**src/rtl/joystick_differential_drive_mixer_unit_assert.svh**
```systemverilog
// ----------------------------------------------------------------------------
// Joystick mixer assertion macros
// Shorthand for clocked properties on clk, disabled while rst is high.
// ----------------------------------------------------------------------------
`ifndef JOYSTICK_DIFFERENTIAL_DRIVE_MIXER_UNIT_ASSERT_SVH
`define JOYSTICK_DIFFERENTIAL_DRIVE_MIXER_UNIT_ASSERT_SVH

// Consequent must hold in the same cycle as the antecedent
`define JDDM_ASSERT_IMP(label, ante, cons, msg) \
  label: assert property (@(posedge clk) disable iff (rst) (ante) |-> (cons)) else $error(msg);

// Consequent must hold in the cycle after the antecedent
`define JDDM_ASSERT_NXT(label, ante, cons, msg) \
  label: assert property (@(posedge clk) disable iff (rst) (ante) |=> (cons)) else $error(msg);

`endif

```
**src/rtl/jddm_pkg.sv**
```systemverilog
// ----------------------------------------------------------------------------
// Joystick mixer package
// Shared widths, codes and types for the differential drive mixer.
// ----------------------------------------------------------------------------
package jddm_pkg;

  // Field widths
  localparam int VAL_W     = 12;
  localparam int DUTY_W    = 8;
  localparam int OP_W      = 2;
  localparam int CFG_IDX_W = 3;

  // Divider: dividend covers stick offset times the largest duty limit
  localparam int DVD_W     = 22;
  localparam int DIV_STEPS = DVD_W / 2;
  localparam int STEP_W    = 4;
  localparam logic [STEP_W-1:0] DIV_STEP_LAST = STEP_W'(DIV_STEPS - 1);

  // Operation codes
  localparam logic [OP_W-1:0] OP_MOVE    = 2'd0;
  localparam logic [OP_W-1:0] OP_STOP    = 2'd1;
  localparam logic [OP_W-1:0] OP_REVERSE = 2'd2;

  // Configuration register indexes
  localparam logic [CFG_IDX_W-1:0] REG_MIN      = 3'd0;
  localparam logic [CFG_IDX_W-1:0] REG_MID      = 3'd1;
  localparam logic [CFG_IDX_W-1:0] REG_MAX      = 3'd2;
  localparam logic [CFG_IDX_W-1:0] REG_DEADBAND = 3'd3;
  localparam logic [CFG_IDX_W-1:0] REG_PIVOT    = 3'd4;

  // Configuration reset values
  localparam logic [VAL_W-1:0] MIN_RST      = 12'd1000;
  localparam logic [VAL_W-1:0] MID_RST      = 12'd1500;
  localparam logic [VAL_W-1:0] MAX_RST      = 12'd2000;
  localparam logic [VAL_W-1:0] DEADBAND_RST = 12'd20;

  typedef enum logic [1:0] {
    CMD_DROP,
    CMD_MOVE,
    CMD_REVERSE
  } cmd_kind_t;

  // Classified word handed from front to back
  typedef struct packed {
    cmd_kind_t               kind;
    logic [VAL_W-1:0]        ay;
    logic [VAL_W-1:0]        ax;
    logic                    xright;
    logic                    yfwd;
    logic                    pivot_turn;
    logic                    pivot_mode;
    logic [VAL_W-1:0]        span;
  } cmd_t;

  // One stored drive setting
  typedef struct packed {
    logic [DUTY_W-1:0] ld;
    logic [DUTY_W-1:0] rd;
    logic              ldir;
    logic              rdir;
  } drive_t;

  typedef struct packed {
    logic              start;
    logic [DVD_W-1:0]  dividend;
    logic [VAL_W-1:0]  divisor;
  } div_req_t;

  typedef struct packed {
    logic              done;
    logic [DVD_W-1:0]  quotient;
  } div_rsp_t;

  typedef enum logic [2:0] {
    B_IDLE,
    B_SPEED,
    B_TURN,
    B_READ,
    B_DONE
  } back_state_t;

endpackage

```
**src/rtl/jddm_front.sv**
```systemverilog
// ----------------------------------------------------------------------------
// Joystick mixer front end
// Holds the configuration registers, accepts items and classifies them.
// ----------------------------------------------------------------------------
module jddm_front import jddm_pkg::*; (
  input  logic                 clk,
  input  logic                 rst,
  input  logic                 cfg_we,
  input  logic [CFG_IDX_W-1:0] cfg_index,
  input  logic [VAL_W-1:0]     cfg_data,
  input  logic                 in_valid,
  output logic                 in_stall,
  input  logic [OP_W-1:0]      op,
  input  logic [VAL_W-1:0]     stick_y,
  input  logic [VAL_W-1:0]     stick_x,
  input  logic                 q_full,
  output logic                 push,
  output cmd_t                 push_data
);

  logic [VAL_W-1:0] min_value;
  logic [VAL_W-1:0] mid_value;
  logic [VAL_W-1:0] max_value;
  logic [VAL_W-1:0] deadband;
  logic             pivot_mode;

  logic [VAL_W-1:0] y_eff;
  logic [VAL_W-1:0] x_eff;
  logic [VAL_W-1:0] dy;
  logic [VAL_W-1:0] dx;
  logic             y_centred;
  logic             x_centred;
  logic             in_range;

  // Configuration register file
  always_ff @(posedge clk) begin
    if (rst) begin
      min_value  <= MIN_RST;
      mid_value  <= MID_RST;
      max_value  <= MAX_RST;
      deadband   <= DEADBAND_RST;
      pivot_mode <= 1'b0;
    end else if (cfg_we) begin
      case (cfg_index)
        REG_MIN:      min_value  <= cfg_data;
        REG_MID:      mid_value  <= cfg_data;
        REG_MAX:      max_value  <= cfg_data;
        REG_DEADBAND: deadband   <= cfg_data;
        REG_PIVOT:    pivot_mode <= cfg_data[0];
        default: ;
      endcase
    end
  end

  // Stop is a move with both sticks at centre
  assign y_eff = (op == OP_STOP) ? mid_value : stick_y;
  assign x_eff = (op == OP_STOP) ? mid_value : stick_x;

  assign in_range = (y_eff >= min_value) && (x_eff >= min_value) &&
                    (y_eff <= max_value) && (x_eff <= max_value);

  // Offsets from centre with deadband
  assign dy = (y_eff >= mid_value) ? (y_eff - mid_value) : (mid_value - y_eff);
  assign dx = (x_eff >= mid_value) ? (x_eff - mid_value) : (mid_value - x_eff);
  assign y_centred = (dy < deadband);
  assign x_centred = (dx < deadband);

  // Classify the word
  always_comb begin
    push_data.ay         = y_centred ? '0 : dy;
    push_data.ax         = x_centred ? '0 : dx;
    push_data.yfwd       = !y_centred && (y_eff > mid_value);
    push_data.xright     = !x_centred && (x_eff > mid_value);
    push_data.pivot_turn = (push_data.ax > deadband);
    push_data.pivot_mode = pivot_mode;
    push_data.span       = (mid_value > min_value) ? (mid_value - min_value) : '0;
    unique case (op)
      OP_MOVE, OP_STOP: push_data.kind = in_range ? CMD_MOVE : CMD_DROP;
      OP_REVERSE:       push_data.kind = CMD_REVERSE;
      default:          push_data.kind = CMD_DROP;
    endcase
  end

  assign in_stall = q_full;
  assign push     = in_valid && !q_full;

endmodule

```
**src/rtl/jddm_queue.sv**
```systemverilog
// ----------------------------------------------------------------------------
// Joystick mixer command queue
// Two-entry queue between the front end and the back end.
// ----------------------------------------------------------------------------
module jddm_queue import jddm_pkg::*; (
  input  logic clk,
  input  logic rst,
  input  logic push,
  input  cmd_t push_data,
  output logic full,
  input  logic pop,
  output logic head_valid,
  output cmd_t head
);

  cmd_t       entries [2];
  logic       wptr;
  logic       rptr;
  logic [1:0] count;

  // Pointers and fill level
  always_ff @(posedge clk) begin
    if (rst) begin
      wptr  <= 1'b0;
      rptr  <= 1'b0;
      count <= 2'd0;
    end else begin
      if (push) begin
        wptr <= ~wptr;
      end
      if (pop) begin
        rptr <= ~rptr;
      end
      count <= count + {1'b0, push} - {1'b0, pop};
    end
  end

  // Store the pushed word
  always_ff @(posedge clk) begin
    if (push) begin
      entries[wptr] <= push_data;
    end
  end

  assign full       = (count == 2'd2);
  assign head_valid = (count != 2'd0);
  assign head       = entries[rptr];

endmodule

```
**src/rtl/jddm_div.sv**
```systemverilog
// ----------------------------------------------------------------------------
// Joystick mixer divider
// Restoring unsigned divider, two quotient bits per cycle.
// ----------------------------------------------------------------------------
module jddm_div import jddm_pkg::*; (
  input  logic     clk,
  input  logic     rst,
  input  div_req_t req,
  output div_rsp_t rsp
);

  logic              busy;
  logic              done;
  logic [STEP_W-1:0] step_cnt;
  logic [VAL_W-1:0]  rem;
  logic [DVD_W-1:0]  dvd;
  logic [VAL_W-1:0]  dsr;

  logic [VAL_W:0]    t1;
  logic [VAL_W:0]    t2;
  logic [VAL_W:0]    r1;
  logic [VAL_W:0]    r2;
  logic              ge1;
  logic              ge2;

  // Two compare-subtract steps
  always_comb begin
    t1  = {rem, dvd[DVD_W-1]};
    ge1 = (t1 >= {1'b0, dsr});
    r1  = ge1 ? (t1 - {1'b0, dsr}) : t1;
    t2  = {r1[VAL_W-1:0], dvd[DVD_W-2]};
    ge2 = (t2 >= {1'b0, dsr});
    r2  = ge2 ? (t2 - {1'b0, dsr}) : t2;
  end

  // Iteration control
  always_ff @(posedge clk) begin
    if (rst) begin
      busy     <= 1'b0;
      done     <= 1'b0;
      step_cnt <= '0;
    end else begin
      done <= 1'b0;
      if (req.start) begin
        busy     <= 1'b1;
        step_cnt <= '0;
      end else if (busy) begin
        if (step_cnt == DIV_STEP_LAST) begin
          busy <= 1'b0;
          done <= 1'b1;
        end
        step_cnt <= step_cnt + 1'b1;
      end
    end
  end

  // Shift dividend out, quotient in
  always_ff @(posedge clk) begin
    if (req.start) begin
      dvd <= req.dividend;
      dsr <= req.divisor;
      rem <= '0;
    end else if (busy) begin
      dvd <= {dvd[DVD_W-3:0], ge1, ge2};
      rem <= r2[VAL_W-1:0];
    end
  end

  assign rsp.done     = done;
  assign rsp.quotient = dvd;

endmodule

```
**src/rtl/jddm_back.sv**
```systemverilog
// ----------------------------------------------------------------------------
// Joystick mixer back end
// Computes speed and turn, mixes the wheels, keeps the move history ring
// and drives the result register.
// ----------------------------------------------------------------------------
module jddm_back import jddm_pkg::*; #(
  parameter int HISTORY_DEPTH = 16,
  parameter int MAX_DUTY      = 255
) (
  input  logic              clk,
  input  logic              rst,
  input  logic              head_valid,
  input  cmd_t              head,
  output logic              pop,
  output div_req_t          div_req,
  input  div_rsp_t          div_rsp,
  output logic              out_valid,
  input  logic              out_stall,
  output logic              drive_valid,
  output logic [DUTY_W-1:0] left_duty,
  output logic [DUTY_W-1:0] right_duty,
  output logic              left_dir,
  output logic              right_dir,
  output logic              can_reverse
);

  localparam int PTR_W = (HISTORY_DEPTH > 1) ? $clog2(HISTORY_DEPTH) : 1;
  localparam int CNT_W = $clog2(HISTORY_DEPTH + 1);
  localparam int CAP   = (MAX_DUTY > 255) ? 255 : MAX_DUTY;
  localparam logic [PTR_W-1:0]  PTR_LAST   = PTR_W'(HISTORY_DEPTH - 1);
  localparam logic [CNT_W-1:0]  CNT_FULL   = CNT_W'(HISTORY_DEPTH);
  localparam logic [DUTY_W-1:0] CAP_V      = DUTY_W'(CAP);
  localparam logic [DVD_W-1:0]  CAP_WIDE   = DVD_W'(CAP);
  localparam logic [DVD_W-1:0]  MAX_DUTY_V = DVD_W'(MAX_DUTY);

  back_state_t             state;
  back_state_t             state_next;
  cmd_t                    cmd;
  logic [DUTY_W-1:0]       speed;
  logic [DUTY_W-1:0]       speed_next;
  logic [DUTY_W-1:0]       slow;
  logic [DUTY_W-1:0]       slow_next;
  logic [PTR_W-1:0]        ptr;
  logic [PTR_W-1:0]        ptr_prev;
  logic [PTR_W-1:0]        ptr_inc;
  logic [CNT_W-1:0]        rev_cnt;
  logic [HISTORY_DEPTH-1:0] hist_vld;
  drive_t                  hist_mem [HISTORY_DEPTH];
  drive_t                  rd_data;
  logic                    rd_vld;

  logic [DUTY_W-1:0]       q_sat;
  logic                    out_free;
  logic                    commit;
  logic                    store;
  logic                    res_valid;
  logic                    res_can_rev;
  drive_t                  res;

  assign ptr_prev = (ptr == '0) ? PTR_LAST : (ptr - 1'b1);
  assign ptr_inc  = (ptr == PTR_LAST) ? '0 : (ptr + 1'b1);
  assign out_free = !out_valid || !out_stall;
  assign q_sat    = (div_rsp.quotient > CAP_WIDE) ? CAP_V : div_rsp.quotient[DUTY_W-1:0];

  // State register
  always_ff @(posedge clk) begin
    if (rst) begin
      state <= B_IDLE;
    end else begin
      state <= state_next;
    end
  end

  // Next state, divider requests
  always_comb begin
    state_next       = state;
    pop              = 1'b0;
    commit           = 1'b0;
    speed_next       = speed;
    slow_next        = slow;
    div_req.start    = 1'b0;
    div_req.dividend = DVD_W'(head.ay) * MAX_DUTY_V;
    div_req.divisor  = head.span;
    unique case (state)
      B_IDLE: begin
        if (head_valid) begin
          pop = 1'b1;
          unique case (head.kind)
            CMD_MOVE: begin
              if (head.span == '0) begin
                speed_next = (head.ay != '0) ? CAP_V : '0;
                slow_next  = (head.ax != '0) ? '0 : speed_next;
                state_next = B_DONE;
              end else begin
                div_req.start = 1'b1;
                state_next    = B_SPEED;
              end
            end
            CMD_REVERSE: state_next = B_READ;
            default:     state_next = B_DONE;
          endcase
        end
      end
      B_SPEED: begin
        div_req.dividend = DVD_W'(cmd.ax) * DVD_W'(q_sat);
        div_req.divisor  = cmd.span;
        if (div_rsp.done) begin
          speed_next    = q_sat;
          div_req.start = 1'b1;
          state_next    = B_TURN;
        end
      end
      B_TURN: begin
        if (div_rsp.done) begin
          slow_next  = (div_rsp.quotient >= DVD_W'(speed)) ? '0 :
                       (speed - div_rsp.quotient[DUTY_W-1:0]);
          state_next = B_DONE;
        end
      end
      B_READ: begin
        state_next = B_DONE;
      end
      B_DONE: begin
        if (out_free) begin
          commit     = 1'b1;
          state_next = B_IDLE;
        end
      end
      default: state_next = B_IDLE;
    endcase
  end

  // Latch the popped word and the computed speeds
  always_ff @(posedge clk) begin
    if (pop) begin
      cmd <= head;
    end
    speed <= speed_next;
    slow  <= slow_next;
  end

  // Build the result word
  always_comb begin
    res         = '0;
    res_valid   = 1'b0;
    unique case (cmd.kind)
      CMD_MOVE: begin
        res_valid = 1'b1;
        res.ldir  = !cmd.yfwd;
        res.rdir  = !cmd.yfwd;
        if (cmd.pivot_mode) begin
          res.ld = speed;
          res.rd = speed;
          if (cmd.pivot_turn) begin
            res.ldir = !cmd.xright;
            res.rdir = cmd.xright;
          end
        end else if (cmd.xright) begin
          res.ld = speed;
          res.rd = slow;
        end else begin
          res.ld = slow;
          res.rd = speed;
        end
      end
      CMD_REVERSE: begin
        res_valid = 1'b1;
        if (rd_vld) begin
          res = rd_data;
        end
        res.ldir = !res.ldir;
        res.rdir = !res.rdir;
      end
      default: ;
    endcase
    store       = (cmd.kind == CMD_MOVE) && ((res.ld != '0) || (res.rd != '0));
    res_can_rev = store || (rev_cnt < CNT_FULL);
  end

  // History pointer, reverse count and valid bits
  always_ff @(posedge clk) begin
    if (rst) begin
      ptr      <= '0;
      rev_cnt  <= '0;
      hist_vld <= '0;
    end else if (state == B_READ) begin
      ptr <= ptr_prev;
      if (rev_cnt < CNT_FULL) begin
        rev_cnt <= rev_cnt + 1'b1;
      end
    end else if (commit && store) begin
      ptr           <= ptr_inc;
      rev_cnt       <= '0;
      hist_vld[ptr] <= 1'b1;
    end
  end

  // History memory: write on stored move, read on reverse
  always_ff @(posedge clk) begin
    if (commit && store) begin
      hist_mem[ptr] <= res;
    end
    if (state == B_READ) begin
      rd_data <= hist_mem[ptr_prev];
      rd_vld  <= hist_vld[ptr_prev];
    end
  end

  // Result register
  always_ff @(posedge clk) begin
    if (rst) begin
      out_valid <= 1'b0;
    end else if (commit) begin
      out_valid <= 1'b1;
    end else if (!out_stall) begin
      out_valid <= 1'b0;
    end
  end

  always_ff @(posedge clk) begin
    if (commit) begin
      drive_valid <= res_valid;
      left_duty   <= res.ld;
      right_duty  <= res.rd;
      left_dir    <= res.ldir;
      right_dir   <= res.rdir;
      can_reverse <= res_can_rev;
    end
  end

endmodule

```
**src/rtl/joystick_differential_drive_mixer_unit.sv**
```systemverilog
// ----------------------------------------------------------------------------
// Joystick differential drive mixer
// Turns stick words into left/right wheel duties and directions, keeps a
// ring of applied moves and replays it backwards on reverse.
//
//   channel  handshake            payload
//   in       in_valid / in_stall  op, stick_y, stick_x
//   out      out_valid / out_stall drive_valid, left_duty, right_duty,
//                                  left_dir, right_dir, can_reverse
//   cfg      cfg_we               cfg_index, cfg_data
//
// A move passes through pop, two divider passes and the result load; a stop is a
// move at centre. A reverse reads the ring first; a dropped word or a move with
// centre at or below minimum goes straight to the result load. A two-entry queue
// feeds the back end. Reset is synchronous and clears the history ring through its
// valid bits. A result held by out_stall keeps its word; the back end finishes the
// next word meanwhile and waits only to load the result register.
// ----------------------------------------------------------------------------
`include "joystick_differential_drive_mixer_unit_assert.svh"

module joystick_differential_drive_mixer_unit import jddm_pkg::*; #(
  parameter int HISTORY_DEPTH = 16,
  parameter int MAX_DUTY      = 255
) (
  input  logic                 clk,
  input  logic                 rst,
  input  logic                 cfg_we,
  input  logic [CFG_IDX_W-1:0] cfg_index,
  input  logic [VAL_W-1:0]     cfg_data,
  input  logic                 in_valid,
  output logic                 in_stall,
  input  logic [OP_W-1:0]      op,
  input  logic [VAL_W-1:0]     stick_y,
  input  logic [VAL_W-1:0]     stick_x,
  output logic                 out_valid,
  input  logic                 out_stall,
  output logic                 drive_valid,
  output logic [DUTY_W-1:0]    left_duty,
  output logic [DUTY_W-1:0]    right_duty,
  output logic                 left_dir,
  output logic                 right_dir,
  output logic                 can_reverse
);

  localparam int CAP = (MAX_DUTY > 255) ? 255 : MAX_DUTY;
  localparam logic [DUTY_W-1:0] CAP_V = DUTY_W'(CAP);

  logic     q_full;
  logic     push;
  cmd_t     push_data;
  logic     pop;
  logic     q_valid;
  cmd_t     q_head;
  div_req_t div_req;
  div_rsp_t div_rsp;

  // Accept and classify
  jddm_front u_front (
    .clk       (clk),
    .rst       (rst),
    .cfg_we    (cfg_we),
    .cfg_index (cfg_index),
    .cfg_data  (cfg_data),
    .in_valid  (in_valid),
    .in_stall  (in_stall),
    .op        (op),
    .stick_y   (stick_y),
    .stick_x   (stick_x),
    .q_full    (q_full),
    .push      (push),
    .push_data (push_data)
  );

  // Decouple front and back
  jddm_queue u_queue (
    .clk        (clk),
    .rst        (rst),
    .push       (push),
    .push_data  (push_data),
    .full       (q_full),
    .pop        (pop),
    .head_valid (q_valid),
    .head       (q_head)
  );

  // Shared divider
  jddm_div u_div (
    .clk (clk),
    .rst (rst),
    .req (div_req),
    .rsp (div_rsp)
  );

  // Execute, keep history, drive results
  jddm_back #(
    .HISTORY_DEPTH (HISTORY_DEPTH),
    .MAX_DUTY      (MAX_DUTY)
  ) u_back (
    .clk         (clk),
    .rst         (rst),
    .head_valid  (q_valid),
    .head        (q_head),
    .pop         (pop),
    .div_req     (div_req),
    .div_rsp     (div_rsp),
    .out_valid   (out_valid),
    .out_stall   (out_stall),
    .drive_valid (drive_valid),
    .left_duty   (left_duty),
    .right_duty  (right_duty),
    .left_dir    (left_dir),
    .right_dir   (right_dir),
    .can_reverse (can_reverse)
  );

  // Dropped words carry an all-zero drive setting
  `JDDM_ASSERT_IMP(a_drop_zero, out_valid && !drive_valid, (left_duty == '0) && (right_duty == '0) && !left_dir && !right_dir, "dropped word with nonzero drive")

  // Duties never exceed the cap
  `JDDM_ASSERT_IMP(a_duty_cap, out_valid, (left_duty <= CAP_V) && (right_duty <= CAP_V), "duty above cap")

  // A word pushed into an empty queue is visible at the head next cycle
  `JDDM_ASSERT_NXT(a_queue_fill, push && !q_valid, q_valid, "pushed word lost in queue")

endmodule

```
**config.mk**
```make
export PLATFORM = sky130hd
export DESIGN_NAME = joystick_differential_drive_mixer_unit
export DESIGN_NICKNAME = d
export VERILOG_FILES = /design/src/rtl/jddm_pkg.sv /design/src/rtl/jddm_front.sv /design/src/rtl/jddm_queue.sv /design/src/rtl/jddm_div.sv /design/src/rtl/jddm_back.sv /design/src/rtl/joystick_differential_drive_mixer_unit.sv
export VERILOG_INCLUDE_DIRS = /design/src /design/src/rtl
export SDC_FILE = /design/constraint.sdc
export NUM_CORES = 1
export LEC_CHECK = 0
export BUFFER_PORTS_ARGS = -buffer_cell sky130_fd_sc_hd__clkbuf_2
export CAP_MARGIN = 20
export CORE_MARGIN = 1
export CORE_UTILIZATION = 50
export CTS_CLUSTER_SIZE = 30
export DETAILED_ROUTE_END_ITERATION = 6
export HOLD_SLACK_MARGIN = 0.15
export PLACE_DENSITY = 0.64
export SKIP_LAST_GASP = 1
export SLEW_MARGIN = 40
export SYNTH_ARGS = -nofsm -noshare
export SYNTH_HDL_FRONTEND = slang
export SYNTH_SLANG_ARGS = --single-unit
```
**constraint.sdc**
```tcl
create_clock -name clk -period 7.8 [get_ports clk]
set_clock_uncertainty 0.2 [all_clocks]
set_input_delay 0.78 -clock clk [delete_from_list [all_inputs] [get_ports clk]]
set_output_delay 0.78 -clock clk [all_outputs]
set_load 0.05 [all_outputs]
```
Word level (Yosys, flattened, before mapping)
Memory sizes are Yosys's and may differ from the RTL's. A register that Yosys moved wholly into a read port is not among the register bits.
Cells that the tools add are included.
{"block": "classes", "add_sub_neg": 14, "multipliers": 2, "magnitude_cmp": 20, "n_eq_ne": 25, "n_mux": 75, "n_bitwise": 5, "n_reduce_logical": 49}
{"cell": "2-to-1 mux 12 bit", "n": 9}
{"cell": "2-to-1 mux 8 bit", "n": 12}
{"cell": "subtractor 12 bit", "n": 7}
{"cell": ">= comparator 12 bit", "n": 4}
{"cell": "greater-than comparator 12 bit", "n": 4}
{"cell": "2-to-1 mux 22 bit", "n": 2}
{"cell": "2-to-1 mux 18 bit", "n": 2}
{"cell": "one-hot mux 18 bit (2 select lines)", "n": 1}
{"cell": "2-to-1 mux 16 bit", "n": 2}
{"cell": "2-to-1 mux 32 bit", "n": 1}
{"cell": "one-hot mux 8 bit (2 select lines)", "n": 2}
{"cell": ">= comparator 13 x 12 -> 1 bit", "n": 2}
{"cell": "<= comparator 12 bit", "n": 2}
{"cell": "< comparator 12 bit", "n": 2}
{"cell": "2-to-1 mux 1 bit", "n": 24}
{"cell": "nonzero test 12 bit", "n": 2}
{"cell": ">= comparator 22 x 8 -> 1 bit", "n": 1}
{"cell": "greater-than comparator 22 x 8 -> 1 bit, second input constant", "n": 1}
{"cell": "multiplier 12 x 8 -> 20 bit", "n": 1}
{"cell": "multiplier 12 x 8 -> 20 bit, second input constant", "n": 1}
{"cell": "2-to-1 mux 4 bit", "n": 4}
{"cell": "OR 16 bit", "n": 1}
{"cell": "nonzero test 8 bit", "n": 2}
{"cell": "2-to-1 mux 3 bit", "n": 5}
{"cell": "39 further kinds", "n": 96}
{"block": "totals", "regBits": 201, "mem_bits_rw": 372, "input_bits": 46, "out_inout_bits": 22, "elab_cells": 227, "mem_count": 2}
{"name": "u_back.hist_mem", "words": 16, "width": 18, "read_ports": 1, "rd_clocked_by_memory_dff": 1, "write_ports": 1, "line_no": "jddm_back.sv:48", "source": "drive_t hist_mem [HISTORY_DEPTH];"}
{"name": "u_queue.entries", "words": 2, "width": 42, "read_ports": 1, "rd_clocked_by_memory_dff": 1, "write_ports": 1, "line_no": "jddm_queue.sv:16", "source": "cmd_t entries [2];"}

Logic depth before layout (Yosys ltp)
Gate-level depths: netlist of run 1.
{"block": "depth", "depth_word": 10, "ltp_mapped": 33, "ltp_nobuf": 28}

By module
From an unflattened synthesis of run 1, not the netlist that was laid out.
{"block": "hier_totals", "cells_unflattened": 2973, "area_unflattened_um2": 35819.4}
{"mod": "jddm_back", "instances": 1, "cells_per_inst": 1602, "area_each_um2": 22185.0, "seq_area_each_um2": 11781.3}
{"mod": "jddm_front", "instances": 1, "cells_per_inst": 885, "area_each_um2": 6800.3, "seq_area_each_um2": 980.9}
{"mod": "jddm_queue", "instances": 1, "cells_per_inst": 152, "area_each_um2": 3455.8, "seq_area_each_um2": 2622.5}
{"mod": "jddm_div", "instances": 1, "cells_per_inst": 334, "area_each_um2": 3378.2, "seq_area_each_um2": 1381.3}

Worst setup path before layout of run 1
Ideal clock, no wire load.
{"block": "synth_path", "kind": "input port to flip-flop", "startpoint": "input port op[1]", "endpoint": "memory u_queue.entries[0][13] (netlist bit) (data pin)", "setup_ns": 0.270, "arrival_ns": 6.312, "setup_slack_ns": 1.017, "path_stages": 30, "cell_sequence": "nand2b_1 clkbuf_1 clkbuf_1 a21oi_1 ha_1 fa_1 nor2b_1 o31ai_1 a22oi_1 a211o_1 buf_2 buf_1 o21ai_0 xnor2_1 ha_1 a21oi_1 o21ai_0 a21oi_1 o21ai_0 a2111oi_0 o21a_1 clkbuf_1 nor2b_1 ha_1 a21o_1 a21o_1 a21oi_1 nor2_1 a2111oi_0 nor2_1"}
{"element": "start, declared", "line_no": "joystick_differential_drive_mixer_unit.sv:32", "source": "input logic [OP_W-1:0] op,"}
{"element": "end, declared", "line_no": "jddm_queue.sv:16"}

Worst setup path in the final report of run 1
{"block": "layout_path", "startpoint": "register u_div.dvd[20]", "endpoint": "register u_div.dvd[19] (data pin)"}
{"block": "layout_between", "elab_chain_len": 5}
{"element": "start, declared", "line_no": "jddm_div.sv:16", "source": "logic [DVD_W-1:0] dvd;"}
{"element": "start signal, assigned", "line_no": "jddm_div.sv:60", "source": "dvd <= req.dividend;"}
{"element": "start signal, assigned", "line_no": "jddm_div.sv:64", "source": "dvd <= {dvd[DVD_W-3:0], ge1, ge2};"}
{"element": "greater-than comparator 22 x 8 -> 1 bit", "line_no": "jddm_back.sv:63", "source": "assign q_sat = (div_rsp.quotient > CAP_WIDE) ? CAP_V : div_rsp.quotient[DUTY_W-1:0];"}
{"element": "2-to-1 mux 8 bit", "line_no": "jddm_back.sv:63"}
{"element": "multiplier 12 x 8 -> 20 bit", "line_no": "jddm_back.sv:105", "source": "div_req.dividend = DVD_W'(cmd.ax) * DVD_W'(q_sat);"}
{"element": "2-to-1 mux 32 bit", "line_no": "jddm_back.sv:84", "source": "unique case (state)"}
{"element": "2-to-1 mux 22 bit", "line_no": "jddm_div.sv:59", "source": "if (req.start) begin"}
Every way passes these cells.
A chain may end at the register's enable or synchronous reset.

==> reports/metrics.csv, run 1 <==
metric,value,unit
ys_seq_area_share,47.7,%
grt_pass1_wl,135,mm
drc,0,
clk-insertion-delay-late,0.64,ns
setup_viol,0,
drt-initial-drc-count,1714,
ys_ff_latch,592,
syn_to_final_growth,11.0,%
grt_max_degree,89,
critical_path_class,flip-flop to flip-flop,
worstPathArrival,6.85,ns
grt.total_usage,24.7,%
crit_path_max_fanout,15,
reg2reg_depth,20,
hold_buffers,0,
die-area,0.0714,sq mm
clock_path_buffers,3,
fin_tns_setup,0,ns
syn_inst,2971,
row_count,96,
synthTopCellsByArea,"edfxtp_1 42%, ha_1 9.9%, fa_1 6.7%",
gp_congestion,0.951,
clk_pin_slew,0.07,ns
cts-htree-levels,2,
post_cts_resized,0,
maxCapViolCount,0,
cp_data_required_time,8.06,ns
worstMarginPinSlew,0.845,ns
synth_ff_type,edfxtp_1,
post_cts_buffers,0,
period_share,84.5,%
fillCellCount,5658,
fmax,152,MHz
crit_path_end_kind,flip-flop,
status,"finished, final reports clean",
ant_nets,0,
holdPathStages,2,
io_buffer_count,67,
cts_tree,built,
final-hold-violation-count,0,
yosysUniqueCellTypes,76,
yosysTopAreaCellShare,41.9,%
die_height,267,um
layout.nets,3482,
final_max_slew_viol_count,0,
numCtsBuffers,60,
antenna_cells,0,
crit_start,u_div.dvd[20],
r2r_setup_slack,1.21,ns
synth_common_cells,"491 x edfxtp_1, 293 x inv_1, 278 x ha_1",
rsz0062_at_grt,no,
wl,86.6,mm
first_global_vias,23500,
overflow,0,
ios,68,
min_to,u_front.max_value[9],
synthMostInstantiatedCell,edfxtp_1,
synth_nets,3413,
viasPerCell,5.78,
ys_warn_count,0,
dp_hpwl,62.4,mm
hold_path.class,primary input to flip-flop,
synth_edf_count,491,
core_region_area,0.0691,sq mm
netlist_area,0.0352,sq mm
r2r-end,u_div.dvd[19],
cts_root_buf,clkbuf_16,
firstDrtPassIters,5,
drive_above_1_share,13.8,%
start_util,50.9,%
async_flop_share,0,%
hp-start,cfg_data[9],
clock_sinks,592,
final.min_clock_period,6.59,ns
worstSetupStartpointType,flip-flop,
vias,23300,
yosysTopAreaCell,edfxtp_1,
slew_headroom,43.6,%
post_drt_wl_per_cell,21.5,um
antenna_found_initial,0,
syn_avg_cell_area,11.8,sq um
r2r-start,u_div.dvd[20],
die_x,267,um
[placed cells by master, fill, tap and decap left out, types with 62 or more instances in the layout]
master and count:
edfxtp_1 491, inv_1 293, ha_1 275, nor2_1 226
nand2_1 200, a21oi_1 165, fa_1 118, o21ai_0 107
dfxtp_1 100, mux4_2 95, and2_1 66, clkbuf_2 66
nor2b_1 62, clkbuf_16 62
[logic make-up after synthesis]
group,share of synthesized area (%)
compound gates,9.61
xor+xnor,2.07
fa+ha+maj,16.6
buf+inv,4.37
flops,47.7
mux,9.14
simple gates,10.5
[worst max-delay path, cell delays in order (launching register included)]
cell	delay [ns]
edfxtp_1	0.41
nor4_1	0.45
nand4_1	0.18
buf_4	0.22
nand2b_1	0.41
and2_1	0.32
fa_1	0.58
fa_1	0.45
fa_1	0.55
inv_1	0.06
fa_1	0.55
inv_1	0.05
ha_1	0.36
a21oi_1	0.09
o21ai_0	0.30
a21o_1	0.17
a31o_2	0.12
nand3_1	0.09
a21boi_0	0.22
mux2_2	0.37
a211oi_1	0.25
[worst max path at each step]
stage,to,slack [ns],depth (start not counted)
6_report,u_div.dvd[19],1.21,20
4_1_cts,u_div.dvd[19],1.07,20
3_5_place_dp,u_queue.entries[1][13],0.73,27
3_3_place_gp,u_queue.entries[0][13],0.80,30
5_1_grt,u_div.dvd[19],0.74,22
2_1_floorplan,u_queue.entries[0][13],1.02,30
[registers in the layout, summed over array words and instances (netlist names), 8 cells and up, named ones only]
signal,cells
u_div.dsr,12
u_div.dvd,22
u_front.min_value,12
u_back.right_duty,8
u_front.mid_value,12
u_back.left_duty,8
u_queue.entries,84
u_back.cmd,30
u_front.max_value,12
u_div.rem,12
u_back.speed,8
u_back.rd_data,18
u_back.slow,8
u_back.hist_vld,16
u_front.deadband,12
u_back.hist_mem,288
[metal layers]
| metal | part of all wire [%] | vias to the layer above | track usage (%) |
|---|---|---|---|
| met1 | 45 | 11700 | 35.4 |
| met3 | 5.5 | 103 | 3.00 |
| met4 | 2.2 | 0 | 6.76 |
| li1 | - | 10800 | - |
| met2 | 47 | 650 | 39.5 |
| met5 | 0 | - | 0 |
[final cells by class]
class                           count  area [sq um]  area share (%)
Clock buffer                       71          1600            4.11
Clock inverter                     43           495            1.27
Inverter                          294          1100            2.83
Multi-Input combinational cell   1981         17100            43.8
Sequential cell                   592         16800            43.0
Tap cell                          931          1160            2.98
Timing Repair Buffer              111           805            2.06
[per-stage QoR]
step	cell area (sq um)	instances	setup WS [ns]	util [%]	hold WS [ns]
finish	39000	4023	1.21	56.5	0.204
global route	39000	4023	0.736	56.5	0.209
CTS	38900	4017	1.07	56.3	0.170
detailed placement	36800	3903	0.734	53.3	0.252
global placement	36700	3899	0.802	53.1	0.243
floorplan	35200	2971	1.02	-	0.225
Power of run 1 is not shown: default switching activity piles up to over one toggle a cycle in this logic, so the estimate is an artifact.
==> run 2: changes to the inputs <==
PLACE_DENSITY = 0.66   (was 0.64)
clock period = 5.5 ns   (was 7.8 ns; I/O delays follow)
==> reports/metrics.csv, run 2 (same netlist as run 1, synthesis figures left out) <==
metric,value,unit,change
status,finished with violations,,
violations,negative setup slack,,
layout.nets,3784,,+8.7%
viasPerCell,5.71,,-1.3%
gp_congestion,0.960,,+0.98%
grt_pass1_wl,143,mm,+5.5%
firstDrtPassIters,5,,unchanged
drive_above_1_share,24.0,%,+10 points
crit_slowest_cell,fa_1,,
syn_to_final_growth,19.3,%,
fin_ws,-0.142,ns,-1.35 ns
r2r_setup_slack,-0.14,ns,-1.35 ns
wl,91.6,mm,+5.7%
die-area,0.0714,sq mm,unchanged
numCtsBuffers,60,,unchanged
dp_hpwl,67.0,mm,+7.3%
clock_path_buffers,3,,unchanged
start_util,50.9,%,unchanged
crit_chain,"nor4_2, nand4_1, buf_6, buf_6, nor2_4, buf_6, buf_12, nor2b_4, fa_1, fa_1, fa_1, inv_2, fa_1, inv_1, ha_2, or3_4, o21a_1, a31o_2, nand3_2, and2_4, xnor2_1, a221o_1",,
largest_register_ff_count,288,,unchanged
cpMostUsedCell,fa_1,,
die_x,267,um,unchanged
crit_path_end_kind,flip-flop,,
overflow,0,,unchanged
first_global_vias,25200,,+6.9%
ant_nets,0,,unchanged
top_register,u_back.hist_mem,,
fmax,177,MHz,+17%
worstPathArrival,5.83,ns,-1.02 ns
cp_data_required_time,5.69,ns,-2.37 ns
core_region_area,0.0691,sq mm,unchanged
worstMarginPinSlew,0.774,ns,-0.0704 ns
io_buffer_count,67,,unchanged
drt-initial-drc-count,2023,,+18%
worstSetupStartpointType,flip-flop,,
final_max_slew_viol_count,0,,unchanged
slowest_delay,0.58,ns,about the same
final_cell_mix,"491 x edfxtp_1, 305 x buf_4, 277 x inv_1, 252 x ha_1, 223 x nor2_1",,
place_inst,4161,,+6.6%
antenna_found_initial,0,,unchanged
slew_headroom,48.4,%,+4.8 points
drc,0,,unchanged
post_drt_wl_per_cell,21.2,um,-1.7%
cts_tree,built,,
cp_num_buf_inv,6,,+3
layout_commonest_cell,edfxtp_1,,
ios,68,,unchanged
hold_path.class,primary input to flip-flop,,
grt.total_usage,25.9,%,+1.3 points
period_share,103,%,+18 points
setup_viol,6,,+6
final_cell_count_no_fill,4325,,+7.5%
clk-insertion-delay-late,0.66,ns,+0.02 ns
rsz0062_at_grt,yes,,
vias,24700,,+6.2%
maxCapViolCount,0,,unchanged
crit_path_max_fanout,6,,-9
cts-htree-levels,2,,unchanged
top_regs,"u_back.hist_mem: 288 flops, u_queue.entries: 84 flops, u_back.cmd: 30 flops",,
grt_max_degree,50,,-44%
die_height,267,um,unchanged
crit_family,adder cells,,
worst_hold_slack,0.176,ns,-0.0282 ns
cts_root_buf,clkbuf_16,,
critical_path_class,flip-flop to flip-flop,,
clk_pin_slew,0.06,ns,about the same
final.min_clock_period,5.64,ns,-0.949 ns
row_count,96,,unchanged
antenna_cells,0,,unchanged
final-hold-violation-count,0,,unchanged
clock_sinks,592,,unchanged
-- run 2: cell types whose count changed in the layout (fill, tap and decap cells not counted), sizes merged --
cell         delta
clkbuf          -4
clkinv         +11
buf           +284
clkinvlp        -5
dlygate4sd3    +19
inv             -3
-- run 2: cell type report --
type                       count  area, sq um
clock inverter                46          492
clock buffer                  68         1530
sequential                   592        16800
multi-input combinational   1981        17800
timing repair buffer         413         3120
tap                          931         1160
inverter                     294         1100
fill                        5407        27100
-- run 2: final timing paths --
path                         from                   end  depth (start not counted)
max reg2reg         u_div.dvd[20]         u_div.dvd[17]                         22
min                      in_valid          u_queue.wptr                          4
max                 u_div.dvd[20]         u_div.dvd[17]                         22
min reg2reg  u_front.min_value[1]  u_front.min_value[1]                          2
-- run 2: worst min-delay path, cell delays in order --
cell	delay, ns
clkbuf_2	0.12
nand2_1	0.16
xor2_1	0.09
nor2_1	0.07
-- run 2: timing repair --
item / 4_1_cts / 5_1_grt
buffers inserted: 20 / 11
hold buffers: 19 / 0
endpoints found under the setup margin: 14 / 14
gates resized for setup: 76 / 42
hold endpoints to repair: 46 / 0
pin swaps: 70 / 51
-- run 2: routing by layer --
metal / up-vias / wire length, um / part of all wire, % / GRT usage (%)
met3: 147 / 5330 / 5.8 / 3.13
met5: - / 0 / 0 / 0
met1: 12300 / 40700 / 44 / 37.3
li1: 11400 / - / - / -
met4: 0 / 2570 / 2.8 / 7.70
met2: 774 / 43000 / 47 / 41.3
-- run 2: metrics by stage --
step                      area (sq um)  TNS (ns)  utilization, %  worst slack [ns]
final                            42000    -0.453            60.8            -0.142
after CTS                        41700    -0.517            60.4            -0.136
after global routing             42000     -2.88            60.8            -0.395
after global placement           39000     -3.21            56.4            -0.399
after detailed placement         39000     -6.81            56.5            -0.527
after floorplan                  35700    -0.405               -            -0.188
Power of run 2 is left out for the same reason.
==> run 3: changes to the inputs <==
clock period = 4.7 ns   (was 5.5 ns; I/O delays follow)
==> reports/metrics.csv, run 3 (same netlist as run 1, synthesis figures left out) <==
metric,value,unit,change
slowest_delay,0.54,ns,-0.04 ns
clock_sinks,592,,unchanged
top_regs,"u_back.hist_mem: 288 flops, u_queue.entries: 84 flops, u_back.cmd: 30 flops",,
crit_family,adder cells,,
violations,negative setup slack,,
worstSetupStartpointType,flip-flop,,
clk_pin_slew,0.06,ns,about the same
cts-htree-levels,3,,+1
period_share,121,%,+18 points
cts_root_buf,clkbuf_16,,
grt_pass1_wl,147,mm,+3.2%
final.min_clock_period,5.67,ns,+0.0248 ns
wl_met2,44.8,mm,+4.2%
antenna_cells,0,,unchanged
core_region_area,0.0691,sq mm,unchanged
final_max_slew_viol_count,0,,unchanged
rsz0062_at_grt,yes,,
row_count,96,,unchanged
dp_hpwl,70.0,mm,+4.6%
met3_length,5.31,mm,-0.41%
highest_layer,met4,,
die_x,267,um,unchanged
vias,25300,,+2.6%
viasPerCell,5.65,,-1.0%
worstMarginPinSlew,0.855,ns,+0.0811 ns
drive_above_1_share,30.2,%,+6.2 points
crit_slowest_cell,fa_1,,
crit_path_end_kind,flip-flop,,
layout.nets,3942,,+4.2%
io_buffer_count,67,,unchanged
fin_tns_setup,-11.66,ns,-11.20 ns
drc,0,,unchanged
post_drt_wl_per_cell,21.2,um,about the same
maxCapViolCount,0,,unchanged
worstPathArrival,5.83,ns,about the same
critical_path_class,flip-flop to flip-flop,,
final_cell_area,0.0439,sq mm,+4.7%
die-area,0.0714,sq mm,unchanged
hold_path.class,primary input to flip-flop,,
final_cell_mix,"491 x edfxtp_1, 446 x buf_4, 258 x inv_1, 245 x ha_1, 221 x nor2_1",,
layout_commonest_cell,edfxtp_1,,
cp_num_buf_inv,7,,+1
wl,94.8,mm,+3.5%
placed_cell_area,0.0404,sq mm,+3.5%
crit_chain,"nor4_2, nand4_1, buf_6, buf_8, nand2b_4, buf_6, and2_4, fa_1, inv_2, fa_1, inv_2, fa_1, inv_2, fa_1, inv_2, ha_4, a21oi_4, o21ai_2, a21o_1, a31o_4, nand3_4, and2_4, xnor2_1, a221o_1",,
gp_congestion,0.927,,-3.4%
syn_to_final_growth,24.9,%,
cts_tree,built,,
slew_headroom,43.0,%,-5.4 points
fin_util,63.6,%,+2.8 points
antenna_found_initial,0,,unchanged
overflow,0,,unchanged
fin_ws,-0.966,ns,-0.825 ns
ant_nets,0,,unchanged
grt.total_usage,27.0,%,+1.0 points
clk-insertion-delay-late,0.62,ns,-0.04 ns
clock_path_buffers,3,,unchanged
die_height,267,um,unchanged
first_global_vias,26300,,+4.4%
drt-initial-drc-count,1958,,-3.2%
setup_viol,17,,+11
firstDrtPassIters,7,,+2
cp_data_required_time,4.87,ns,-0.82 ns
start_util,50.9,%,unchanged
ios,68,,unchanged
largest_register_ff_count,288,,unchanged
crit_path_max_fanout,7,,+1
final-hold-violation-count,0,,unchanged
numCtsBuffers,66,,+10%
status,finished with violations,,
pre_cts_ws,-1.20,ns,-0.676 ns
m1WireLength,41.6,mm,+2.1%
top_register,u_back.hist_mem,,
grt_max_degree,50,,unchanged
fmax,176,MHz,-0.44%
==> run 3: cell count changes in the layout (fill, tap and decap cells not counted), sizes merged <==
cell / delta
buf: +153
bufinv: -3
clkbuf: +22
clkinv: -17
dlygate4sd3: -1
inv: +4
==> run 3: per-stage QoR <==
step,hold WS (ns),std cells
final,0.194,4483
after global routing,0.206,4483
after CTS,0.169,4461
after detailed placement,0.255,4298
after global placement,0.243,4296
after floorplan,0.225,2971
==> run 3: worst paths after layout <==
path | start | end | slack (ns) | depth (start not counted)
max | u_div.dvd[16] | u_div.dvd[17] | -0.97 | 24
min | rst | u_back.hist_vld[0] | 0.19 | 3
min reg2reg | u_front.deadband[9] | u_front.deadband[9] | 0.26 | 2
max reg2reg | u_div.dvd[16] | u_div.dvd[17] | -0.97 | 24
==> run 3: layout make-up <==
cell class                 count  area (sq um)
clock inverter                30           394
inverter                     294          1110
tap                          931          1160
clock buffer                  90          1770
fill                        5241         25100
timing repair buffer         565          4350
sequential                   592         16800
multi-input combinational   1981         18400
==> run 3: repair_timing <==
action | in CTS | in global routing
resized for setup | 88 | 112
hold buffers | 18 | 0
buffers inserted | 27 | 24
hold endpoints to repair | 52 | 0
setup endpoints to repair | 43 | 73
pin swaps | 75 | 75
==> run 3: layer usage <==
| metal | track usage (%) | vias up |
|---|---|---|
| met5 | 0 | - |
| met3 | 3.12 | 183 |
| met4 | 10.3 | 0 |
| met1 | 37.0 | 12600 |
| met2 | 44.1 | 843 |
| li1 | - | 11800 |
==> run 3: worst reg2reg max path, stage by stage, from the launching register on <==
cell,delay [ns]
edfxtp_1,0.40
nor4_2,0.31
nand4_1,0.14
buf_6,0.16
buf_8,0.14
nand2b_4,0.16
buf_6,0.14
and2_4,0.16
fa_1,0.54
inv_2,0.04
fa_1,0.51
inv_2,0.04
fa_1,0.48
inv_2,0.04
fa_1,0.48
inv_2,0.04
ha_4,0.24
a21oi_4,0.16
o21ai_2,0.08
a21o_1,0.17
a31o_4,0.22
nand3_4,0.09
and2_4,0.14
xnor2_1,0.06
a221o_1,0.29
Power of run 3 is left out for the same reason.
